**src/sv/raw_bayer_crop_normalize_unit_assert.svh**
```systemverilog
// assertion macros for the raw bayer crop and normalize unit
`ifndef RAW_BAYER_CROP_NORMALIZE_UNIT_ASSERT_SVH
`define RAW_BAYER_CROP_NORMALIZE_UNIT_ASSERT_SVH
`ifndef SYNTH
// same-cycle implication under reset
`define RBCN_ASSERT_IMP(lbl, clk, rst_n, ante, cons) \
	lbl: assert property (@(posedge clk) disable iff (!rst_n) (ante) |-> (cons)) \
		else $error("rbcn assertion failed");
// next-cycle implication under reset
`define RBCN_ASSERT_NXT(lbl, clk, rst_n, ante, cons) \
	lbl: assert property (@(posedge clk) disable iff (!rst_n) (ante) |=> (cons)) \
		else $error("rbcn assertion failed");
`else
`define RBCN_ASSERT_IMP(lbl, clk, rst_n, ante, cons)
`define RBCN_ASSERT_NXT(lbl, clk, rst_n, ante, cons)
`endif
`endif

```
**src/sv/rbcn_pkg.sv**
```systemverilog
// shared types and constants of the raw bayer crop and normalize unit
`default_nettype none
package rbcn_pkg;
	localparam int MAX_WIDTH  = 16384;
	localparam int MAX_HEIGHT = 16384;
	localparam int FRAC_BITS  = 16;
	localparam int SAMPLE_W   = 16;
	localparam int LEVEL_W    = 20;
	localparam int COL_W      = $clog2(MAX_WIDTH);
	localparam int ROW_W      = $clog2(MAX_HEIGHT);
	localparam int LEN_W      = 15;
	localparam int NUM_W      = SAMPLE_W + 1;
	localparam int DIVD_W     = SAMPLE_W + FRAC_BITS + 1;
	localparam int CMP_W      = (DIVD_W > SAMPLE_W + LEVEL_W) ? DIVD_W : SAMPLE_W + LEVEL_W;
	localparam int CNT_W      = $clog2(LEVEL_W);

	// apb register map
	localparam int DATA_W = 64;
	localparam int ADDR_W = 6;
	localparam logic [2:0] REG_IN_WIDTH     = 3'd0;
	localparam logic [2:0] REG_CROP_LEFT    = 3'd1;
	localparam logic [2:0] REG_CROP_TOP     = 3'd2;
	localparam logic [2:0] REG_OUT_WIDTH    = 3'd3;
	localparam logic [2:0] REG_OUT_HEIGHT   = 3'd4;
	localparam logic [2:0] REG_BLACK_LEVELS = 3'd5;
	localparam logic [2:0] REG_WHITE_LEVEL  = 3'd6;

	typedef struct packed {
		logic [SAMPLE_W-1:0] sample;
		logic                frame_start;
	} pix_t;

	typedef struct packed {
		logic signed [LEVEL_W-1:0] level;
		logic                      clipped;
		logic                      line_end;
		logic                      frame_end;
	} res_t;

	typedef struct packed {
		logic [LEN_W-1:0]      in_width;
		logic [COL_W-1:0]      crop_left;
		logic [ROW_W-1:0]      crop_top;
		logic [LEN_W-1:0]      out_width;
		logic [LEN_W-1:0]      out_height;
		logic [4*SAMPLE_W-1:0] black_levels;
		logic [SAMPLE_W-1:0]   white_level;
	} cfg_t;

	typedef struct packed {
		logic load;
		logic prep;
		logic step;
		logic finish;
	} ctrl_cmd_t;

	typedef struct packed {
		logic keep;
	} dp_sts_t;

	typedef enum logic [1:0] {
		ST_IDLE,
		ST_PREP,
		ST_DIV,
		ST_DONE
	} ctrl_state_t;
endpackage
`default_nettype wire

```
**src/sv/rbcn_cfg.sv**
```systemverilog
// apb configuration registers
`default_nettype none
module rbcn_cfg (
	input  wire logic                        clk,
	input  wire logic                        arst_n,
	input  wire logic                        psel,
	input  wire logic                        penable,
	input  wire logic                        pwrite,
	input  wire logic [rbcn_pkg::ADDR_W-1:0] paddr,
	input  wire logic [rbcn_pkg::DATA_W-1:0] pwdata,
	output logic      [rbcn_pkg::DATA_W-1:0] prdata,
	output logic                             pready,
	output rbcn_pkg::cfg_t                   cfg
);
	rbcn_pkg::cfg_t cfg_q;
	logic [2:0]     idx;
	logic           wr_en;

	assign idx    = paddr[rbcn_pkg::ADDR_W-1:3];
	assign wr_en  = psel && penable && pwrite;
	assign pready = 1'b1;
	assign cfg    = cfg_q;

	// register writes
	always_ff @(posedge clk or negedge arst_n) begin
		if (!arst_n) begin
			cfg_q.in_width     <= '0;
			cfg_q.crop_left    <= '0;
			cfg_q.crop_top     <= '0;
			cfg_q.out_width    <= '0;
			cfg_q.out_height   <= '0;
			cfg_q.black_levels <= '0;
			cfg_q.white_level  <= '1;
		end else if (wr_en) begin
			unique case (idx)
				rbcn_pkg::REG_IN_WIDTH:     cfg_q.in_width     <= pwdata[rbcn_pkg::LEN_W-1:0];
				rbcn_pkg::REG_CROP_LEFT:    cfg_q.crop_left    <= pwdata[rbcn_pkg::COL_W-1:0];
				rbcn_pkg::REG_CROP_TOP:     cfg_q.crop_top     <= pwdata[rbcn_pkg::ROW_W-1:0];
				rbcn_pkg::REG_OUT_WIDTH:    cfg_q.out_width    <= pwdata[rbcn_pkg::LEN_W-1:0];
				rbcn_pkg::REG_OUT_HEIGHT:   cfg_q.out_height   <= pwdata[rbcn_pkg::LEN_W-1:0];
				rbcn_pkg::REG_BLACK_LEVELS: cfg_q.black_levels <= pwdata;
				rbcn_pkg::REG_WHITE_LEVEL:  cfg_q.white_level  <= pwdata[rbcn_pkg::SAMPLE_W-1:0];
				default: ;
			endcase
		end
	end

	// read mux
	always_comb begin
		unique case (idx)
			rbcn_pkg::REG_IN_WIDTH:     prdata = rbcn_pkg::DATA_W'(cfg_q.in_width);
			rbcn_pkg::REG_CROP_LEFT:    prdata = rbcn_pkg::DATA_W'(cfg_q.crop_left);
			rbcn_pkg::REG_CROP_TOP:     prdata = rbcn_pkg::DATA_W'(cfg_q.crop_top);
			rbcn_pkg::REG_OUT_WIDTH:    prdata = rbcn_pkg::DATA_W'(cfg_q.out_width);
			rbcn_pkg::REG_OUT_HEIGHT:   prdata = rbcn_pkg::DATA_W'(cfg_q.out_height);
			rbcn_pkg::REG_BLACK_LEVELS: prdata = cfg_q.black_levels;
			rbcn_pkg::REG_WHITE_LEVEL:  prdata = rbcn_pkg::DATA_W'(cfg_q.white_level);
			default:                    prdata = '0;
		endcase
	end
endmodule
`default_nettype wire

```
**src/sv/rbcn_ctrl.sv**
```systemverilog
// controller: sequences pixel load, operand prep, divide steps and result write
`default_nettype none
module rbcn_ctrl (
	input  wire logic                  clk,
	input  wire logic                  arst_n,
	input  wire logic                  pix_valid,
	output logic                       pix_stall,
	output logic                       res_valid,
	input  wire logic                  res_stall,
	input  wire rbcn_pkg::dp_sts_t     sts,
	output rbcn_pkg::ctrl_cmd_t        cmd
);
	rbcn_pkg::ctrl_state_t       state_q, state_nxt;
	logic [rbcn_pkg::CNT_W-1:0]  cnt_q;
	logic                        out_valid_q;
	logic                        accept;
	logic                        out_free;
	logic                        last_step;

	assign accept    = pix_valid && (state_q == rbcn_pkg::ST_IDLE);
	assign out_free  = !out_valid_q || !res_stall;
	assign last_step = cnt_q == rbcn_pkg::CNT_W'(rbcn_pkg::LEVEL_W - 1);
	assign res_valid = out_valid_q;

	// next state
	always_comb begin
		state_nxt = state_q;
		unique case (state_q)
			rbcn_pkg::ST_IDLE: if (accept && sts.keep) state_nxt = rbcn_pkg::ST_PREP;
			rbcn_pkg::ST_PREP: state_nxt = rbcn_pkg::ST_DIV;
			rbcn_pkg::ST_DIV:  if (last_step) state_nxt = rbcn_pkg::ST_DONE;
			rbcn_pkg::ST_DONE: if (out_free) state_nxt = rbcn_pkg::ST_IDLE;
			default:           state_nxt = rbcn_pkg::ST_IDLE;
		endcase
	end

	// command outputs
	always_comb begin
		pix_stall  = state_q != rbcn_pkg::ST_IDLE;
		cmd.load   = accept;
		cmd.prep   = state_q == rbcn_pkg::ST_PREP;
		cmd.step   = state_q == rbcn_pkg::ST_DIV;
		cmd.finish = (state_q == rbcn_pkg::ST_DONE) && out_free;
	end

	// state, divide step count and result valid
	always_ff @(posedge clk or negedge arst_n) begin
		if (!arst_n) begin
			state_q     <= rbcn_pkg::ST_IDLE;
			cnt_q       <= '0;
			out_valid_q <= 1'b0;
		end else begin
			state_q <= state_nxt;
			if (state_q == rbcn_pkg::ST_DIV) begin
				cnt_q <= cnt_q + rbcn_pkg::CNT_W'(1);
			end else begin
				cnt_q <= '0;
			end
			if (cmd.finish) begin
				out_valid_q <= 1'b1;
			end else if (!res_stall) begin
				out_valid_q <= 1'b0;
			end
		end
	end
endmodule
`default_nettype wire

```
**src/sv/rbcn_dp.sv**
```systemverilog
// datapath: position counters, crop test, operand prep, radix-2 divider, result register
`default_nettype none
module rbcn_dp (
	input  wire logic                clk,
	input  wire logic                arst_n,
	input  wire rbcn_pkg::cfg_t      cfg,
	input  wire rbcn_pkg::pix_t      pix,
	input  wire rbcn_pkg::ctrl_cmd_t cmd,
	output rbcn_pkg::dp_sts_t        sts,
	output rbcn_pkg::res_t           res
);
	localparam int SW = rbcn_pkg::SAMPLE_W;
	localparam int LW = rbcn_pkg::LEVEL_W;
	localparam int NW = rbcn_pkg::NUM_W;
	localparam int DW = rbcn_pkg::DIVD_W;
	localparam int CW = rbcn_pkg::CMP_W;
	localparam int XW = rbcn_pkg::COL_W;
	localparam int YW = rbcn_pkg::ROW_W;
	localparam int LNW = rbcn_pkg::LEN_W;
	localparam logic [LW-1:0] LVL_MAX = {1'b0, {(LW-1){1'b1}}};
	localparam logic [LW-1:0] LVL_MIN = {1'b1, {(LW-1){1'b0}}};

	// position counters
	logic [XW-1:0] col_q, col_eff;
	logic [YW-1:0] row_q, row_eff;
	logic [LNW-1:0] line_len;
	logic           wrap;

	// load stage
	logic [1:0]          chan;
	logic [SW-1:0]       blk;
	logic signed [NW-1:0] num_s1, div_s1;
	logic                last_col_s1, last_row_s1;

	// prep stage
	logic [SW-1:0] nm_c, dm_c;
	logic [DW-1:0] dividend_c;
	logic          ovf_c;
	logic [SW-1:0] dm_s2;
	logic          neg_s2, ovf_s2, dzero_s2, numpos_s2, numneg_s2;
	logic          last_col_s2, last_row_s2;

	// divider
	logic [SW-1:0] rem_q;
	logic [LW-1:0] nlo_q, quo_q;
	logic [SW:0]   trial;
	logic          ge;

	// result
	logic [LW-1:0] lvl_c;
	logic          clip_c;
	rbcn_pkg::res_t res_q;

	assign col_eff = pix.frame_start ? '0 : col_q;
	assign row_eff = pix.frame_start ? '0 : row_q;
	assign line_len = (cfg.in_width == '0 || cfg.in_width > LNW'(rbcn_pkg::MAX_WIDTH))
		? LNW'(rbcn_pkg::MAX_WIDTH) : cfg.in_width;
	assign wrap = (LNW'(col_eff) + LNW'(1)) >= line_len;

	// crop window test
	assign sts.keep = (col_eff >= cfg.crop_left)
		&& (LNW'(col_eff - cfg.crop_left) < cfg.out_width)
		&& (row_eff >= cfg.crop_top)
		&& (LNW'(row_eff - cfg.crop_top) < cfg.out_height);

	assign chan = {row_eff[0], col_eff[0]};
	assign blk  = cfg.black_levels[chan*SW +: SW];

	always_ff @(posedge clk or negedge arst_n) begin
		if (!arst_n) begin
			col_q <= '0;
			row_q <= '0;
		end else if (cmd.load) begin
			if (wrap) begin
				col_q <= '0;
				if (row_eff < YW'(rbcn_pkg::MAX_HEIGHT - 1)) begin
					row_q <= row_eff + YW'(1);
				end else begin
					row_q <= row_eff;
				end
			end else begin
				col_q <= col_eff + XW'(1);
				row_q <= row_eff;
			end
		end
	end

	// numerator, divisor and window edge flags
	always_ff @(posedge clk) begin
		if (cmd.load) begin
			num_s1      <= $signed({1'b0, pix.sample}) - $signed({1'b0, blk});
			div_s1      <= $signed({1'b0, cfg.white_level}) - $signed({1'b0, blk});
			last_col_s1 <= LNW'(col_eff - cfg.crop_left) == cfg.out_width - LNW'(1);
			last_row_s1 <= LNW'(row_eff - cfg.crop_top) == cfg.out_height - LNW'(1);
		end
	end

	// magnitudes, rounded dividend and quotient range check
	assign nm_c = num_s1[NW-1] ? SW'(-num_s1) : num_s1[SW-1:0];
	assign dm_c = div_s1[NW-1] ? SW'(-div_s1) : div_s1[SW-1:0];
	assign dividend_c = {1'b0, nm_c, rbcn_pkg::FRAC_BITS'(0)} + DW'(dm_c >> 1);
	assign ovf_c = CW'(dividend_c) >= CW'({dm_c, LW'(0)});

	always_ff @(posedge clk) begin
		if (cmd.prep) begin
			dm_s2       <= dm_c;
			neg_s2      <= num_s1[NW-1] ^ div_s1[NW-1];
			ovf_s2      <= ovf_c;
			dzero_s2    <= div_s1 == '0;
			numpos_s2   <= !num_s1[NW-1] && (num_s1 != '0);
			numneg_s2   <= num_s1[NW-1];
			last_col_s2 <= last_col_s1;
			last_row_s2 <= last_row_s1;
		end
	end

	// restoring divide, one quotient bit per cycle
	assign trial = {rem_q, nlo_q[LW-1]};
	assign ge    = trial >= {1'b0, dm_s2};

	always_ff @(posedge clk) begin
		if (cmd.prep) begin
			rem_q <= SW'(dividend_c >> LW);
			nlo_q <= dividend_c[LW-1:0];
			quo_q <= '0;
		end else if (cmd.step) begin
			rem_q <= ge ? SW'(trial - {1'b0, dm_s2}) : trial[SW-1:0];
			nlo_q <= {nlo_q[LW-2:0], 1'b0};
			quo_q <= {quo_q[LW-2:0], ge};
		end
	end

	// sign, saturation and zero divisor handling
	always_comb begin
		clip_c = 1'b0;
		lvl_c  = quo_q;
		if (dzero_s2) begin
			clip_c = 1'b1;
			lvl_c  = numpos_s2 ? LVL_MAX : (numneg_s2 ? LVL_MIN : '0);
		end else if (ovf_s2) begin
			clip_c = 1'b1;
			lvl_c  = neg_s2 ? LVL_MIN : LVL_MAX;
		end else if (neg_s2) begin
			if (quo_q > LVL_MIN) begin
				clip_c = 1'b1;
				lvl_c  = LVL_MIN;
			end else begin
				lvl_c = ~quo_q + LW'(1);
			end
		end else if (quo_q > LVL_MAX) begin
			clip_c = 1'b1;
			lvl_c  = LVL_MAX;
		end
	end

	// output register
	always_ff @(posedge clk) begin
		if (cmd.finish) begin
			res_q.level     <= $signed(lvl_c);
			res_q.clipped   <= clip_c;
			res_q.line_end  <= last_col_s2;
			res_q.frame_end <= last_col_s2 && last_row_s2;
		end
	end

	assign res = res_q;
endmodule
`default_nettype wire

```
**src/sv/raw_bayer_crop_normalize_unit.sv**
```systemverilog
// top level of the raw bayer crop and normalize unit
// A pixel outside the crop window is taken without stalling the input and yields nothing.
// A pixel inside the window is loaded, then its operand magnitudes and the rounded dividend
// are formed, then the restoring divider produces one quotient bit per cycle, and last the
// result is saturated and written to the result register. The input is stalled while the
// pixel is prepared, divided and written, and longer while an earlier result still waits
// at a stalled output. The result register lets the next pixel be taken while a finished
// result still waits at the output. Channel is chosen by the parity of the absolute input
// row and column; registers sit on an APB port at 8*i.
`default_nettype none
`include "raw_bayer_crop_normalize_unit_assert.svh"
module raw_bayer_crop_normalize_unit (
	input  wire logic                        clk,
	input  wire logic                        arst_n,
	input  wire logic                        psel,
	input  wire logic                        penable,
	input  wire logic                        pwrite,
	input  wire logic [rbcn_pkg::ADDR_W-1:0] paddr,
	input  wire logic [rbcn_pkg::DATA_W-1:0] pwdata,
	output logic      [rbcn_pkg::DATA_W-1:0] prdata,
	output logic                             pready,
	input  wire logic                        pix_valid,
	output logic                             pix_stall,
	input  wire rbcn_pkg::pix_t              pix,
	output logic                             res_valid,
	input  wire logic                        res_stall,
	output rbcn_pkg::res_t                   res
);
	rbcn_pkg::cfg_t      cfg;
	rbcn_pkg::ctrl_cmd_t cmd;
	rbcn_pkg::dp_sts_t   sts;

	// configuration registers
	rbcn_cfg u_cfg (
		.clk     (clk),
		.arst_n  (arst_n),
		.psel    (psel),
		.penable (penable),
		.pwrite  (pwrite),
		.paddr   (paddr),
		.pwdata  (pwdata),
		.prdata  (prdata),
		.pready  (pready),
		.cfg     (cfg)
	);

	// controller
	rbcn_ctrl u_ctrl (
		.clk       (clk),
		.arst_n    (arst_n),
		.pix_valid (pix_valid),
		.pix_stall (pix_stall),
		.res_valid (res_valid),
		.res_stall (res_stall),
		.sts       (sts),
		.cmd       (cmd)
	);

	// datapath
	rbcn_dp u_dp (
		.clk    (clk),
		.arst_n (arst_n),
		.cfg    (cfg),
		.pix    (pix),
		.cmd    (cmd),
		.sts    (sts),
		.res    (res)
	);

	// checks
	`RBCN_ASSERT_NXT(a_drop_no_stall, clk, arst_n, pix_valid && !pix_stall && !sts.keep, !pix_stall)
	`RBCN_ASSERT_NXT(a_keep_starts, clk, arst_n, pix_valid && !pix_stall && sts.keep, cmd.prep)
	`RBCN_ASSERT_NXT(a_finish_valid, clk, arst_n, cmd.finish, res_valid)
	`RBCN_ASSERT_IMP(a_frame_on_line, clk, arst_n, res_valid && res.frame_end, res.line_end)
endmodule
`default_nettype wire

```
**config.mk**
```make
export PLATFORM = sky130hd
export DESIGN_NAME = raw_bayer_crop_normalize_unit
export DESIGN_NICKNAME = d
export VERILOG_FILES = /design/src/sv/rbcn_pkg.sv /design/src/sv/rbcn_cfg.sv /design/src/sv/rbcn_ctrl.sv /design/src/sv/rbcn_dp.sv /design/src/sv/raw_bayer_crop_normalize_unit.sv
export VERILOG_INCLUDE_DIRS = /design/src /design/src/sv
export SDC_FILE = /design/constraint.sdc
export NUM_CORES = 1
export LEC_CHECK = 0
export BUFFER_PORTS_ARGS = -buffer_cell sky130_fd_sc_hd__buf_2
export CAP_MARGIN = 10
export CORE_UTILIZATION = 45
export DETAILED_ROUTE_END_ITERATION = 8
export SETUP_SLACK_MARGIN = 0.5
export SLEW_MARGIN = 20
export SYNTH_ARGS = -nofsm -noshare
export SYNTH_HDL_FRONTEND = slang
export SYNTH_SLANG_ARGS = --single-unit
```
**constraint.sdc**
```tcl
create_clock -name clk -period 6.38 [get_ports clk]
set_clock_uncertainty 0.15 [all_clocks]
set_input_delay 1.276 -clock clk [delete_from_list [all_inputs] [get_ports clk]]
set_output_delay 1.276 -clock clk [all_outputs]
set_load 0.02 [all_outputs]
```
-- After elaboration in Yosys (flattened, before gate mapping)
Cells that the tools add are included.
- register bits: 327
- output and inout port bits: 90
- logic and storage cells: 140
- add/subtract/negate cells: 15
- order comparisons: 11
- equality and inequality tests: 16
- shifts and indexed selects: 1
- mux-type cells: 32
- bitwise logic cells: 2
- reduce and logical (&&, ||, !) cells: 31
- operator list (cell ; count):
    $pmux 64 s7 ; 1
    $mux 20 ; 10
    $mux 14 ; 5
    $shiftx 64x7->16 ; 1
    $mux 16 ; 3
    $ge 33x36->1 ; 1
    $sub 16x16->17 ; 2
    $add 32x15->33 ; 1
    $neg 16->16 ; 2
    $eq 15x15->1 ; 2
    $lt 15x15->1 ; 2
    $sub 14x14->15 ; 2
    $sub 15x1->15 const B ; 2
    $add 14x1->14 const B ; 2
    $ge 14x14->1 ; 2
    $mux 13 ; 2
    $add 20x1->20 const B ; 1
    $gt 20x19->1 const B ; 1
    $gt 20x20->1 const B ; 1
    $not 20->20 ; 1
    $ge 17x16->1 ; 1
    $logic_not 17->1 ; 1
    $reduce_bool 17->1 ; 1
    $sub 16x16->16 ; 1
    29 further kinds ; 60

-- Logic depth before layout (Yosys ltp)
Gate-level depths: netlist of the first run.
- word-level depth: 9
- depth in mapped cells: 23
- depth with buffers taken out: 19

-- Cells and area by module
From an unflattened synthesis of the first run, not the netlist that was laid out.
- cell total of the unflattened synthesis: 2197
- area total of the unflattened synthesis: 21777.1 µm²
- modules (own cells, without submodules) (module ; instances ; cells each ; area each (µm²) ; sequential area each (µm²)):
    rbcn_dp ; 1 ; 1640 ; 14254.9 ; 4614.4
    rbcn_cfg ; 1 ; 519 ; 7074.3 ; 3848.7
    rbcn_ctrl ; 1 ; 38 ; 447.9 ; 200.2

-- Worst setup path before layout of the first run
No wires, ideal clock.
- path kind: input -> register
- start: in pix[0] (netlist name)
- end: reg u_ctrl.state_q[1]
- setup time: 126 ps
- arrival time: 5786 ps
- setup slack: 319 ps
- stages: 23
- buffers on the path: 4
- cells stage by stage: clkbuf_1 -> clkbuf_1 -> nand2b_1 -> clkbuf_1 -> clkbuf_1 -> ha_1 -> inv_1 -> fa_1 -> a211oi_1 -> o21ai_0 -> a31oi_1 -> nor2_1 -> o21ai_0 -> nand2_1 -> a21oi_1 -> ha_1 -> nand4_1 -> o221ai_1 -> a211oi_1 -> o21ai_0 -> o41ai_1 -> nand3_1 -> mux2_2
- cells in the longest elaborated chain, start to end: 9
- elaborated cells on any way between the ends: 14
- RTL lines (element ; RTL line ; RTL):
    start: declaration ; raw_bayer_crop_normalize_unit.sv:24 ; input wire rbcn_pkg::pix_t pix,
    $mux 14 ; rbcn_dp.sv:54 ; assign col_eff = pix.frame_start ? '0 : col_q;
    $sub 14x14->15 ; rbcn_dp.sv:62 ; && (LNW'(col_eff - cfg.crop_left) < cfg.out_width)
    $lt 15x15->1 ; rbcn_dp.sv:62 ;
    $logic_and 1x1->1 ; rbcn_dp.sv:62 ;
    $logic_and 1x1->1 ; rbcn_dp.sv:63 ; && (row_eff >= cfg.crop_top)
    $logic_and 1x1->1 * ; rbcn_dp.sv:64 ; && (LNW'(row_eff - cfg.crop_top) < cfg.out_height);
    $logic_and 1x1->1 * ; rbcn_ctrl.sv:29 ; rbcn_pkg::ST_IDLE: if (accept && sts.keep) state_nxt = rbcn_pkg::ST_PREP;
    $ne 2x2->1 (no line) * ; -- ;
    $reduce_and 3->1 (no line) * ; -- ;
    end signal: assignment ; rbcn_ctrl.sv:49 ; state_q <= rbcn_pkg::ST_IDLE;
    end signal: assignment ; rbcn_ctrl.sv:53 ; state_q <= state_nxt;
    end: declaration ; rbcn_ctrl.sv:13 ; rbcn_pkg::ctrl_state_t state_q, state_nxt;
Every way passes the cells marked *; elsewhere a longest branch is shown, timed or not.
A chain may end at the register's enable or synchronous reset.

-- Worst setup path in the final report of the first run
Same ends and word-level chain as after synthesis.

==> flow_summary.ini, run 1 <==
[place]
dp_hpwl_um = 45500
gp_congestion = 0.903
io_buffers = 179
dp_slack_ns = 0.485

[synth]
synth_edf_count = 115
synth_cell_types = 76
synthesis.nets = 2492
synth_seq_area_share_pct = 40.7
synth_area_um2 = 21300
yosys_warnings = 0
ys.flop_type = dfrtp_1
synth_seq_cells = 327
synthArstFlopShare_pct = 57.8
syn_inst = 2247
synth.avg_cell_area_um2 = 9.48

[clocking]
cts_max_level = 2
numCtsBuffers = 38
cts_tree = yes
worstSkewPairLatency_ns = 0.57
postCtsSetupBuffers = 0
clkTransAtPathRegs_ns = 0.06
cts_root_buffer = clkbuf_16
ctsHoldBuffers = 0
cts.path.max_buffers = 3
clock_sinks = 327
cts_resized = 0

[die]
ios = 184
coreArea_um2 = 46700
fp.dieW_um = 220
dieArea_um2 = 48200
rows = 79
initial_utilization_pct = 45.6
die_h_um = 220

[worst_setup_path]
crit_fanout = 20
critPathLaunchType = primary input
crit_type = primary input to flip-flop
crit_arrival_ns = 5.72
end_kind = flip-flop
required_ns = 6.67

[timing]
setup_violations = 0
drv_slew = 0
slew_headroom_pct = 26.3
fin_crit_sh_pct = 85.1
tns_ns = 0
tightest_slew_ns = 1.08
fmax_ghz = 0.184
fin_crit_ns = 5.43
hold_violations = 0
fin_hold_ws_ns = 0.272
rsz0062_at_grt = false
postLayoutSetupSlackWorst_ns = 0.953

[routing]
drtIter0Drc = 1183
drt-total-wl_um = 60000
via_per_inst = 5.66
via_count = 17197
ant_nets = 0
wl_per_cell_um = 19.7
drc = 12
dr.pass1.iters = 7

[global_routing]
grt_pass1_wl_um = 93600
first_global_vias = 16702
grt_max_degree = 84
overflow = 0
antenna_found_initial = 2
grt_use_total_pct = 25.0

[run]
drv_cap = 0

[hold_path]
hold_path_class = flip-flop to flip-flop

[cells_and_area]
area_growth_pct = 13.3
nets = 2646
multi_input_area_um2 = 11800
regArea_um2 = 8660
drive_gt1_share_pct = 17.6
fin_util_pct = 51.7
fill_cells = 4361
diodes = 0

[outcome]
status = finished with violations
violations = design-rule violations

[pwr]
leakage_nw = 10.6
p_per_area_nw_per_um2 = 335
power.total_mw = 8.09
peakVddDrop_mv = 0.211
## per-layer routing
| layer | wire (um) | global-route usage, % | up-vias |
|---|---|---|---|
| li1 | - | - | 8346 |
| met1 | 27100 | 34.0 | 8281 |
| met2 | 27800 | 40.5 | 478 |
| met3 | 3360 | 4.55 | 88 |
| met4 | 1600 | 7.36 | 4 |
| met5 | 21 | 0 | - |
## path summary, 6_finish.rpt
check                                      startpoint                             to  slack, ns  cells past startpoint
setup / recovery                               pix[0]  u_ctrl.state_q[1]$_DFFE_PN0P_       0.95                     20
hold / removal             u_dp.last_col_s1$_DFFE_PP_     u_dp.last_col_s2$_DFFE_PP_       0.27                      0
setup reg to reg            u_dp.row_q[0]$_DFFE_PN0P_  u_ctrl.state_q[1]$_DFFE_PN0P_       1.56                     20
hold reg to reg            u_dp.last_col_s1$_DFFE_PP_     u_dp.last_col_s2$_DFFE_PP_       0.27                      0
max in group asynchronous                      arst_n      u_cfg.cfg[18]$_DFFE_PN0P_       4.25                      2
min in group asynchronous                      arst_n      u_dp.col_q[2]$_DFFE_PN0P_       0.60                      1
## state kept, by name, summed over array words and instances (netlist names), 14 cells and up
name         cells
u_dp.rem_q      16
u_dp.quo_q      20
u_dp.dm_s2      16
u_cfg.cfg      153
u_dp.nlo_q      20
u_dp.col_q      14
u_dp.res        23
u_dp.div_s1     17
u_dp.num_s1     17
u_dp.row_q      14
## per-stage QoR
| step | cell area (um2) | instances |
|---|---|---|
| after floorplan | 21300 | 2247 |
| after global placement | 22800 | 2968 |
| after detailed placement | 22800 | 2968 |
| after CTS | 24100 | 3037 |
| after global routing | 24100 | 3037 |
| final | 24100 | 3037 |
## worst max-delay path: stages
cell and delay (ns):
buf_2 0.16, buf_4 0.22, nor2b_1 0.31, ha_1 0.37
a211oi_1 0.39, o21ai_0 0.15, a31oi_1 0.38, nor2_1 0.10
o21ai_0 0.22, nand2_1 0.08, a21oi_1 0.21, ha_1 0.30
nand4_1 0.13, o221ai_1 0.14, a211oi_1 0.19, o21ai_0 0.13
o41ai_1 0.38, buf_4 0.19, nand3_1 0.09, mux2_2 0.29
## where the power goes
group | internal [mW] | switching (mW) | leakage (nW)
logic | 1.21 | 1.65 | 6.44
registers | 2.61 | 0.361 | 3.57
clock network | 1.30 | 0.951 | 0.614
total | 5.12 | 2.97 | 10.6
## layout by cell type (no fill, tap or decap), types with 7 or more instances in the layout
master	count
mux2i_1	43
a211oi_1	12
nand2b_1	23
ha_1	145
buf_2	178
and2_1	13
inv_1	124
o21ai_0	169
o41ai_1	7
nand2_1	238
a21o_1	27
o31ai_1	15
xnor2_1	111
or4_1	9
a31oi_1	10
and3_1	63
o211ai_1	10
a21oi_1	116
dfrtp_1	173
o21a_1	27
dfxtp_1	23
nor2_1	153
nor3b_1	7
nor4_1	16
nand4_1	41
nor2b_1	55
dfstp_2	16
clkbuf_16	39
or3_1	11
nand3_1	54
buf_4	26
mux2_2	114
xor2_1	55
a22oi_1	7
o221ai_1	7
nor3_1	47
edfxtp_1	115
## synthesized netlist by cell type (all sizes together), types with 6 or more instances
library cell  instances  area (um2)
mux2                114        1280
o21ai               171         860
o31a                  6        52.6
o21a                 27         203
o211ai               10        75.1
nor2                154         578
or2                   7        43.8
nor3                 50         250
nor2b                56         350
or3                  13        91.3
dfrtp               173        4330
dfstp                16         420
nand3                54         270
edfxtp              115        3450
mux4                  6         135
o221ai                7        61.3
a21o                 27         203
and3                 63         394
o31ai                15         113
dfxtp                23         460
nand2               239         900
or4                   9        67.6
nand2b               23         144
and2                 13        81.3
xnor2               111         972
a21oi               116         581
a211oi               12        90.1
xor2                 55         482
buf                  11        52.6
o41ai                 8        77.6
ha                  146        1830
clkbuf               80         300
a31oi                11        68.8
nor3b                 7        52.6
inv                 124         465
a22oi                 7        52.6
mux2i                43         430
nand4                41         257
nor4                 17         121
## logic make-up after synthesis
kind of cell / Yosys count / share of synthesized area [%]
other cells: 1 / 0.0176
flops: 327 / 40.7
mux: 163 / 8.68
simple gates: 758 / 17.4
xor+xnor: 167 / 6.93
compound gates: 462 / 13.4
fa+ha+maj: 151 / 9.05
buf+inv: 218 / 3.90
## layout make-up
| type | count | share of cell area, % |
|---|---|---|
| multi-input combinational | 1702 | 49.1 |
| sequential | 327 | 35.9 |
| timing repair buffer | 205 | 4.56 |
| clock buffer | 47 | 4.29 |
| tap | 607 | 3.15 |
| inverter | 127 | 1.98 |
| clock inverter | 22 | 0.991 |
No activity file was read; power rests on OpenSTA's default activity.
==> run 2: changes to the inputs <==
--- a/config.mk
+++ b/config.mk
@@ -6,10 +6,11 @@
 export SDC_FILE = /design/constraint.sdc
 export NUM_CORES = 1
 export LEC_CHECK = 0
-export BUFFER_PORTS_ARGS = -buffer_cell sky130_fd_sc_hd__buf_2
+export BUFFER_PORTS_ARGS = -buffer_cell sky130_fd_sc_hd__buf_4
 export CAP_MARGIN = 10
 export CORE_UTILIZATION = 45
 export DETAILED_ROUTE_END_ITERATION = 8
+export GPL_TIMING_DRIVEN = 0
 export SETUP_SLACK_MARGIN = 0.5
 export SLEW_MARGIN = 20
 export SYNTH_ARGS = -nofsm -noshare
==> flow_summary.ini, run 2 (same netlist as run 1, synthesis figures left out) <==
[outcome]
status = finished with violations
violations = design-rule violations

[die]
fp.dieW_um = 220
initial_utilization_pct = 45.6
die_h_um = 220
ios = 184
coreArea_um2 = 46700
dieArea_um2 = 48200
rows = 79

[worst_setup_path]
crit_chain = buf_4, buf_4, buf_6, nand2b_2, clkbuf_4, clkbuf_8, ha_1, fa_1, nor2b_2, o31a_1, nor3_1, o311a_1, o21a_1, ha_1, nor3_4, o2111ai_4, a211oi_1, o21ai_0, o41ai_2, buf_4, nand3_1, mux2_2
required_ns = 6.67
critPathLaunchType = primary input
crit_path_frequent_cell = buf_4
end_kind = flip-flop
cpPeakStageDelay_ns = 0.42
crit_type = primary input to flip-flop
critPathSlowestCell = fa_1
crit_arrival_ns = 5.98
crit_fanout = 10

[timing]
fin_hold_ws_ns = 0.267
tightest_slew_ns = 1.03
fmax_ghz = 0.176
slew_headroom_pct = 30.8
rsz0062_at_grt = false
drv_slew = 0
postLayoutSetupSlackWorst_ns = 0.692
hold_violations = 0
fin_crit_sh_pct = 89.2
setup_violations = 0
fin_crit_ns = 5.69

[routing]
drt-total-wl_um = 65800
via_count = 17865
via_per_inst = 5.74
ant_nets = 0
drc = 12
drtIter0Drc = 1259
wl_per_cell_um = 21.2
dr.pass1.iters = 7

[global_routing]
met3_usage_pct = 4.86
antenna_found_initial = 1
grt_use_total_pct = 27.4
globalRouteMet1Util_pct = 37.4
grt_max_degree = 97
first_global_vias = 17352
grt_use_met2_pct = 43.3
overflow = 0
grt_pass1_wl_um = 101000
grt_busiest_layer = met2

[place]
dp_hpwl_um = 50900
gp_congestion = 0.919
placed_cells = 3036
io_buffers = 178
dp_slack_ns = -1.10

[cells_and_area]
final_cell_mix = 238 x nand2_1, 182 x buf_4, 173 x dfrtp_1, 168 x o21ai_0, 154 x nor2_1
area_growth_pct = 17.4
largest_register_ff_count = 153
drive_gt1_share_pct = 17.3
fin_util_pct = 53.6
final_cells = 3111
fill_cells = 4297
final_common_cell = nand2_1
nets = 2718

[pwr]
leakage_nw = 10.9
p_per_area_nw_per_um2 = 332
peakVddDrop_mv = 0.239
power.total_mw = 8.30

[clocking]
clock_sinks = 327
numCtsBuffers = 39
clkTransAtPathRegs_ns = 0.06
ctsHoldBuffers = 0
cts_root_buffer = clkbuf_16
cts.path.max_buffers = 3
worstSkewPairLatency_ns = 0.56
cts_max_level = 2
cts_tree = yes

[run]
drv_cap = 0

[hold_path]
hold_path_class = flip-flop to flip-flop
-- run 2: changes by cell type in the layout (fill, tap and decap cells not counted), sizes merged --
cell	change
clkbuf	+82
buf	-7
clkinv	+3
clkinvlp	-3
inv	-3
clkdlybuf4s18	+1
diode	+1
-- run 2: power breakdown --
group          total, mW  internal, mW  switching, mW
clock network       2.28          1.37          0.912
registers           2.97          2.61          0.354
logic               3.05          1.27           1.78
total               8.30          5.26           3.04
-- run 2: final timing paths --
| kind | start | end | slack [ns] | cells after the start |
|---|---|---|---|---|
| setup / recovery | pix[0] | u_ctrl.state_q[1]$_DFFE_PN0P_ | 0.69 | 22 |
| hold / removal | u_dp.last_col_s1$_DFFE_PP_ | u_dp.last_col_s2$_DFFE_PP_ | 0.27 | 0 |
| setup reg to reg | u_dp.col_q[0]$_DFFE_PN0P_ | u_dp.num_s1[16]$_DFFE_PP_ | 1.14 | 14 |
| hold reg to reg | u_dp.last_col_s1$_DFFE_PP_ | u_dp.last_col_s2$_DFFE_PP_ | 0.27 | 0 |
| max in group asynchronous | arst_n | u_cfg.cfg[34]$_DFFE_PN0P_ | 5.03 | 2 |
| min in group asynchronous | arst_n | u_cfg.cfg[125]$_DFFE_PN0P_ | 0.36 | 1 |
-- run 2: timing repair --
action | CTS | global route
setup buffers | 1 | 2
endpoints found under the hold margin | 0 | 0
endpoints found under the setup margin | 31 | 22
resized for setup | 21 | 23
pin swaps | 2 | 5
-- run 2: per-layer routing --
layer  vias to the layer above  wire length (um)  share of wire [%]
li1                       8517                 -                  -
met1                      8676             29300                 45
met2                       559             30100                 46
met3                       113              4210                6.4
met4                         0              2190                3.3
met5                         -                 0                  0
-- run 2: final cells by class --
class | instances | area, um2 | area share, %
multi-input combinational | 1702 | 11900 | 47.7
sequential | 327 | 8660 | 34.6
timing repair buffer | 185 | 1450 | 5.80
clock buffer | 52 | 1140 | 4.55
tap | 607 | 759 | 3.04
inverter | 127 | 477 | 1.91
buffer | 91 | 403 | 1.61
clock inverter | 19 | 175 | 0.700
antenna | 1 | 2.50 | 0.0100
-- run 2: critical path, delay by kind of cell --
family	cells	cell delay (ns)
buffers and inverters	6	1.07
adder cells (fa/ha/maj)	3	0.91
multiplexers	1	0.29
AO/OA/AOI/OAI	7	1.66
AND/OR/NAND/NOR	5	0.76
-- run 2: stage by stage --
| stage | TNS [ns] | area (um2) |
|---|---|---|
| floorplan | 0 | 21300 |
| detailed placement | -16.33 | 23500 |
| global placement | -14.47 | 23400 |
| CTS | 0 | 24900 |
| global route | 0 | 25000 |
| finish | 0 | 25000 |
==> run 3: changes to the inputs <==
--- a/config.mk
+++ b/config.mk
@@ -11,6 +11,7 @@
 export CORE_UTILIZATION = 45
 export DETAILED_ROUTE_END_ITERATION = 8
 export GPL_TIMING_DRIVEN = 0
+export MAX_ROUTING_LAYER = met4
 export SETUP_SLACK_MARGIN = 0.5
 export SLEW_MARGIN = 20
 export SYNTH_ARGS = -nofsm -noshare
==> flow_summary.ini, run 3 (same netlist as run 1, synthesis figures left out) <==
[die]
coreArea_um2 = 46700
dieArea_um2 = 48200
die_h_um = 220
fp.dieW_um = 220
initial_utilization_pct = 45.6
ios = 184
rows = 79

[place]
dp_hpwl_um = 51100
gp_congestion = 0.938
io_buffers = 178

[worst_setup_path]
crit_family = compound AO/OA/AOI/OAI gates
r2r-start = u_dp.col_q[0]$_DFFE_PN0P_
crit_path_end = u_ctrl.state_q[1]$_DFFE_PN0P_
critPathLaunchType = primary input
end_kind = flip-flop
crit_fanout = 10
cp-startpoint = pix[0]
crit_path_frequent_cell = buf_4
reg2reg_slack_ns = 1.18
r2r_end = u_dp.num_s1[16]$_DFFE_PP_
cpPeakStageDelay_ns = 0.42
crit_type = primary input to flip-flop
worst-path-stages = 22
crit_arrival_ns = 6.06
critPathSlowestCell = fa_1
path_buf_inv = 6
required_ns = 6.67
worstRegToRegCells = 14
crit_chain = buf_4, buf_4, buf_4, nand2b_2, clkbuf_4, buf_4, ha_1, fa_1, nor2b_1, o31a_1, nor3_1, o311a_1, o21a_1, ha_1, nand4_1, o221ai_2, a211oi_2, o21ai_0, o41ai_2, buf_4, nand3_1, mux2_2

[timing]
setup_violations = 0
tns_ns = 0
fin_crit_ns = 5.77
fmax_ghz = 0.173
fin_crit_sh_pct = 90.4
drv_slew = 0
rsz0062_at_grt = true
slew_headroom_pct = 26.0
tightest_slew_ns = 1.10
hold_violations = 0

[clocking]
numCtsBuffers = 38
clock_sinks = 327
worstSkewPairLatency_ns = 0.56
cts_tree = yes
clkTransAtPathRegs_ns = 0.06
cts_root_buffer = clkbuf_16
cts.path.max_buffers = 3
ctsHoldBuffers = 0
cts_max_level = 2

[global_routing]
first_global_vias = 17304
antenna_found_initial = 0
grt_pass1_wl_um = 100000
grt_use_total_pct = 28.2
grt_max_degree = 95
overflow = 0

[routing]
dr.pass1.iters = 8
via_per_inst = 5.73
drt-total-wl_um = 65900
wl_per_cell_um = 21.2
drtIter0Drc = 1303
via_count = 17812
ant_nets = 0
drc = 12

[cells_and_area]
drive_gt1_share_pct = 17.2
diodes = 0
final_common_cell = nand2_1
final_cell_mix = 238 x nand2_1, 186 x buf_4, 173 x dfrtp_1, 168 x o21ai_0, 154 x nor2_1
area_growth_pct = 17.8
largest_register_ff_count = 153
fin_util_pct = 53.8
nets = 2718

[hold_path]
hold_depth = 0
hold_path_class = flip-flop to flip-flop

[outcome]
status = finished with violations
violations = design-rule violations

[pwr]
peakVddDrop_mv = 0.229
power.total_mw = 8.46
leakage_nw = 10.9
p_per_area_nw_per_um2 = 337

[run]
drv_cap = 0
run 3: cell count changes in the layout (fill, tap and decap cells not counted), sizes merged:
cell	previous run	this run
buf	197	198
bufinv	3	7
clkinv	17	12
clkinvlp	2	1
diode	1	0
inv	124	125
run 3: power by group:
part	total, mW	switching, mW	internal (mW)
sequential	2.97	0.354	2.61
clock	2.45	0.919	1.54
combinational	3.04	1.77	1.26
total	8.46	3.05	5.41
run 3: cell type report:
type                       count  area, um2
fill                        4339      21600
inverter                     127        477
timing repair buffer         186       1460
clock buffer                  52       1140
multi-input combinational   1702      11900
tap                          607        759
sequential                   327       8660
buffer                        91        389
clock inverter                18        270
run 3: how the worst min path moves through the flow:
stage / from / to / slack, ns
after floorplan: u_dp.last_col_s1$_DFFE_PP_ / u_dp.last_col_s2$_DFFE_PP_ / 0.25
after global placement: u_dp.last_row_s1$_DFFE_PP_ / u_dp.last_row_s2$_DFFE_PP_ / 0.25
after detailed placement: u_dp.last_row_s1$_DFFE_PP_ / u_dp.last_row_s2$_DFFE_PP_ / 0.26
after CTS: u_dp.last_row_s1$_DFFE_PP_ / u_dp.last_row_s2$_DFFE_PP_ / 0.27
after global routing: u_dp.last_row_s1$_DFFE_PP_ / u_dp.last_row_s2$_DFFE_PP_ / 0.28
final: u_dp.last_row_s1$_DFFE_PP_ / u_dp.last_row_s2$_DFFE_PP_ / 0.27
run 3: per-layer routing:
metal | vias up | part of all wire [%] | global-route usage, % | wire, um
met2 | 582 | 45 | 42.8 | 29900
li1 | 8529 | - | - | -
met3 | 114 | 6.5 | 4.82 | 4300
met4 | 0 | 3.4 | 10.1 | 2250
met1 | 8587 | 45 | 37.8 | 29500
met5 | - | 0 | - | 0
run 3: per-stage QoR:
| step | std cells | hold slack, ns | cell area (um2) | setup slack, ns |
|---|---|---|---|---|
| finish | 3110 | 0.273 | 25100 | 0.615 |
| CTS | 3107 | 0.274 | 25000 | 0.531 |
| global route | 3110 | 0.281 | 25100 | 0.348 |
| global placement | 3032 | 0.251 | 23400 | -1.22 |
| detailed placement | 3036 | 0.260 | 23500 | -1.14 |
| floorplan | 2247 | 0.250 | 21300 | 0.612 |
run 3: repair_timing:
action	CTS	global route
setup endpoints to repair	26	19
pin swaps	4	4
setup buffers	1	3
gates resized for setup	21	17
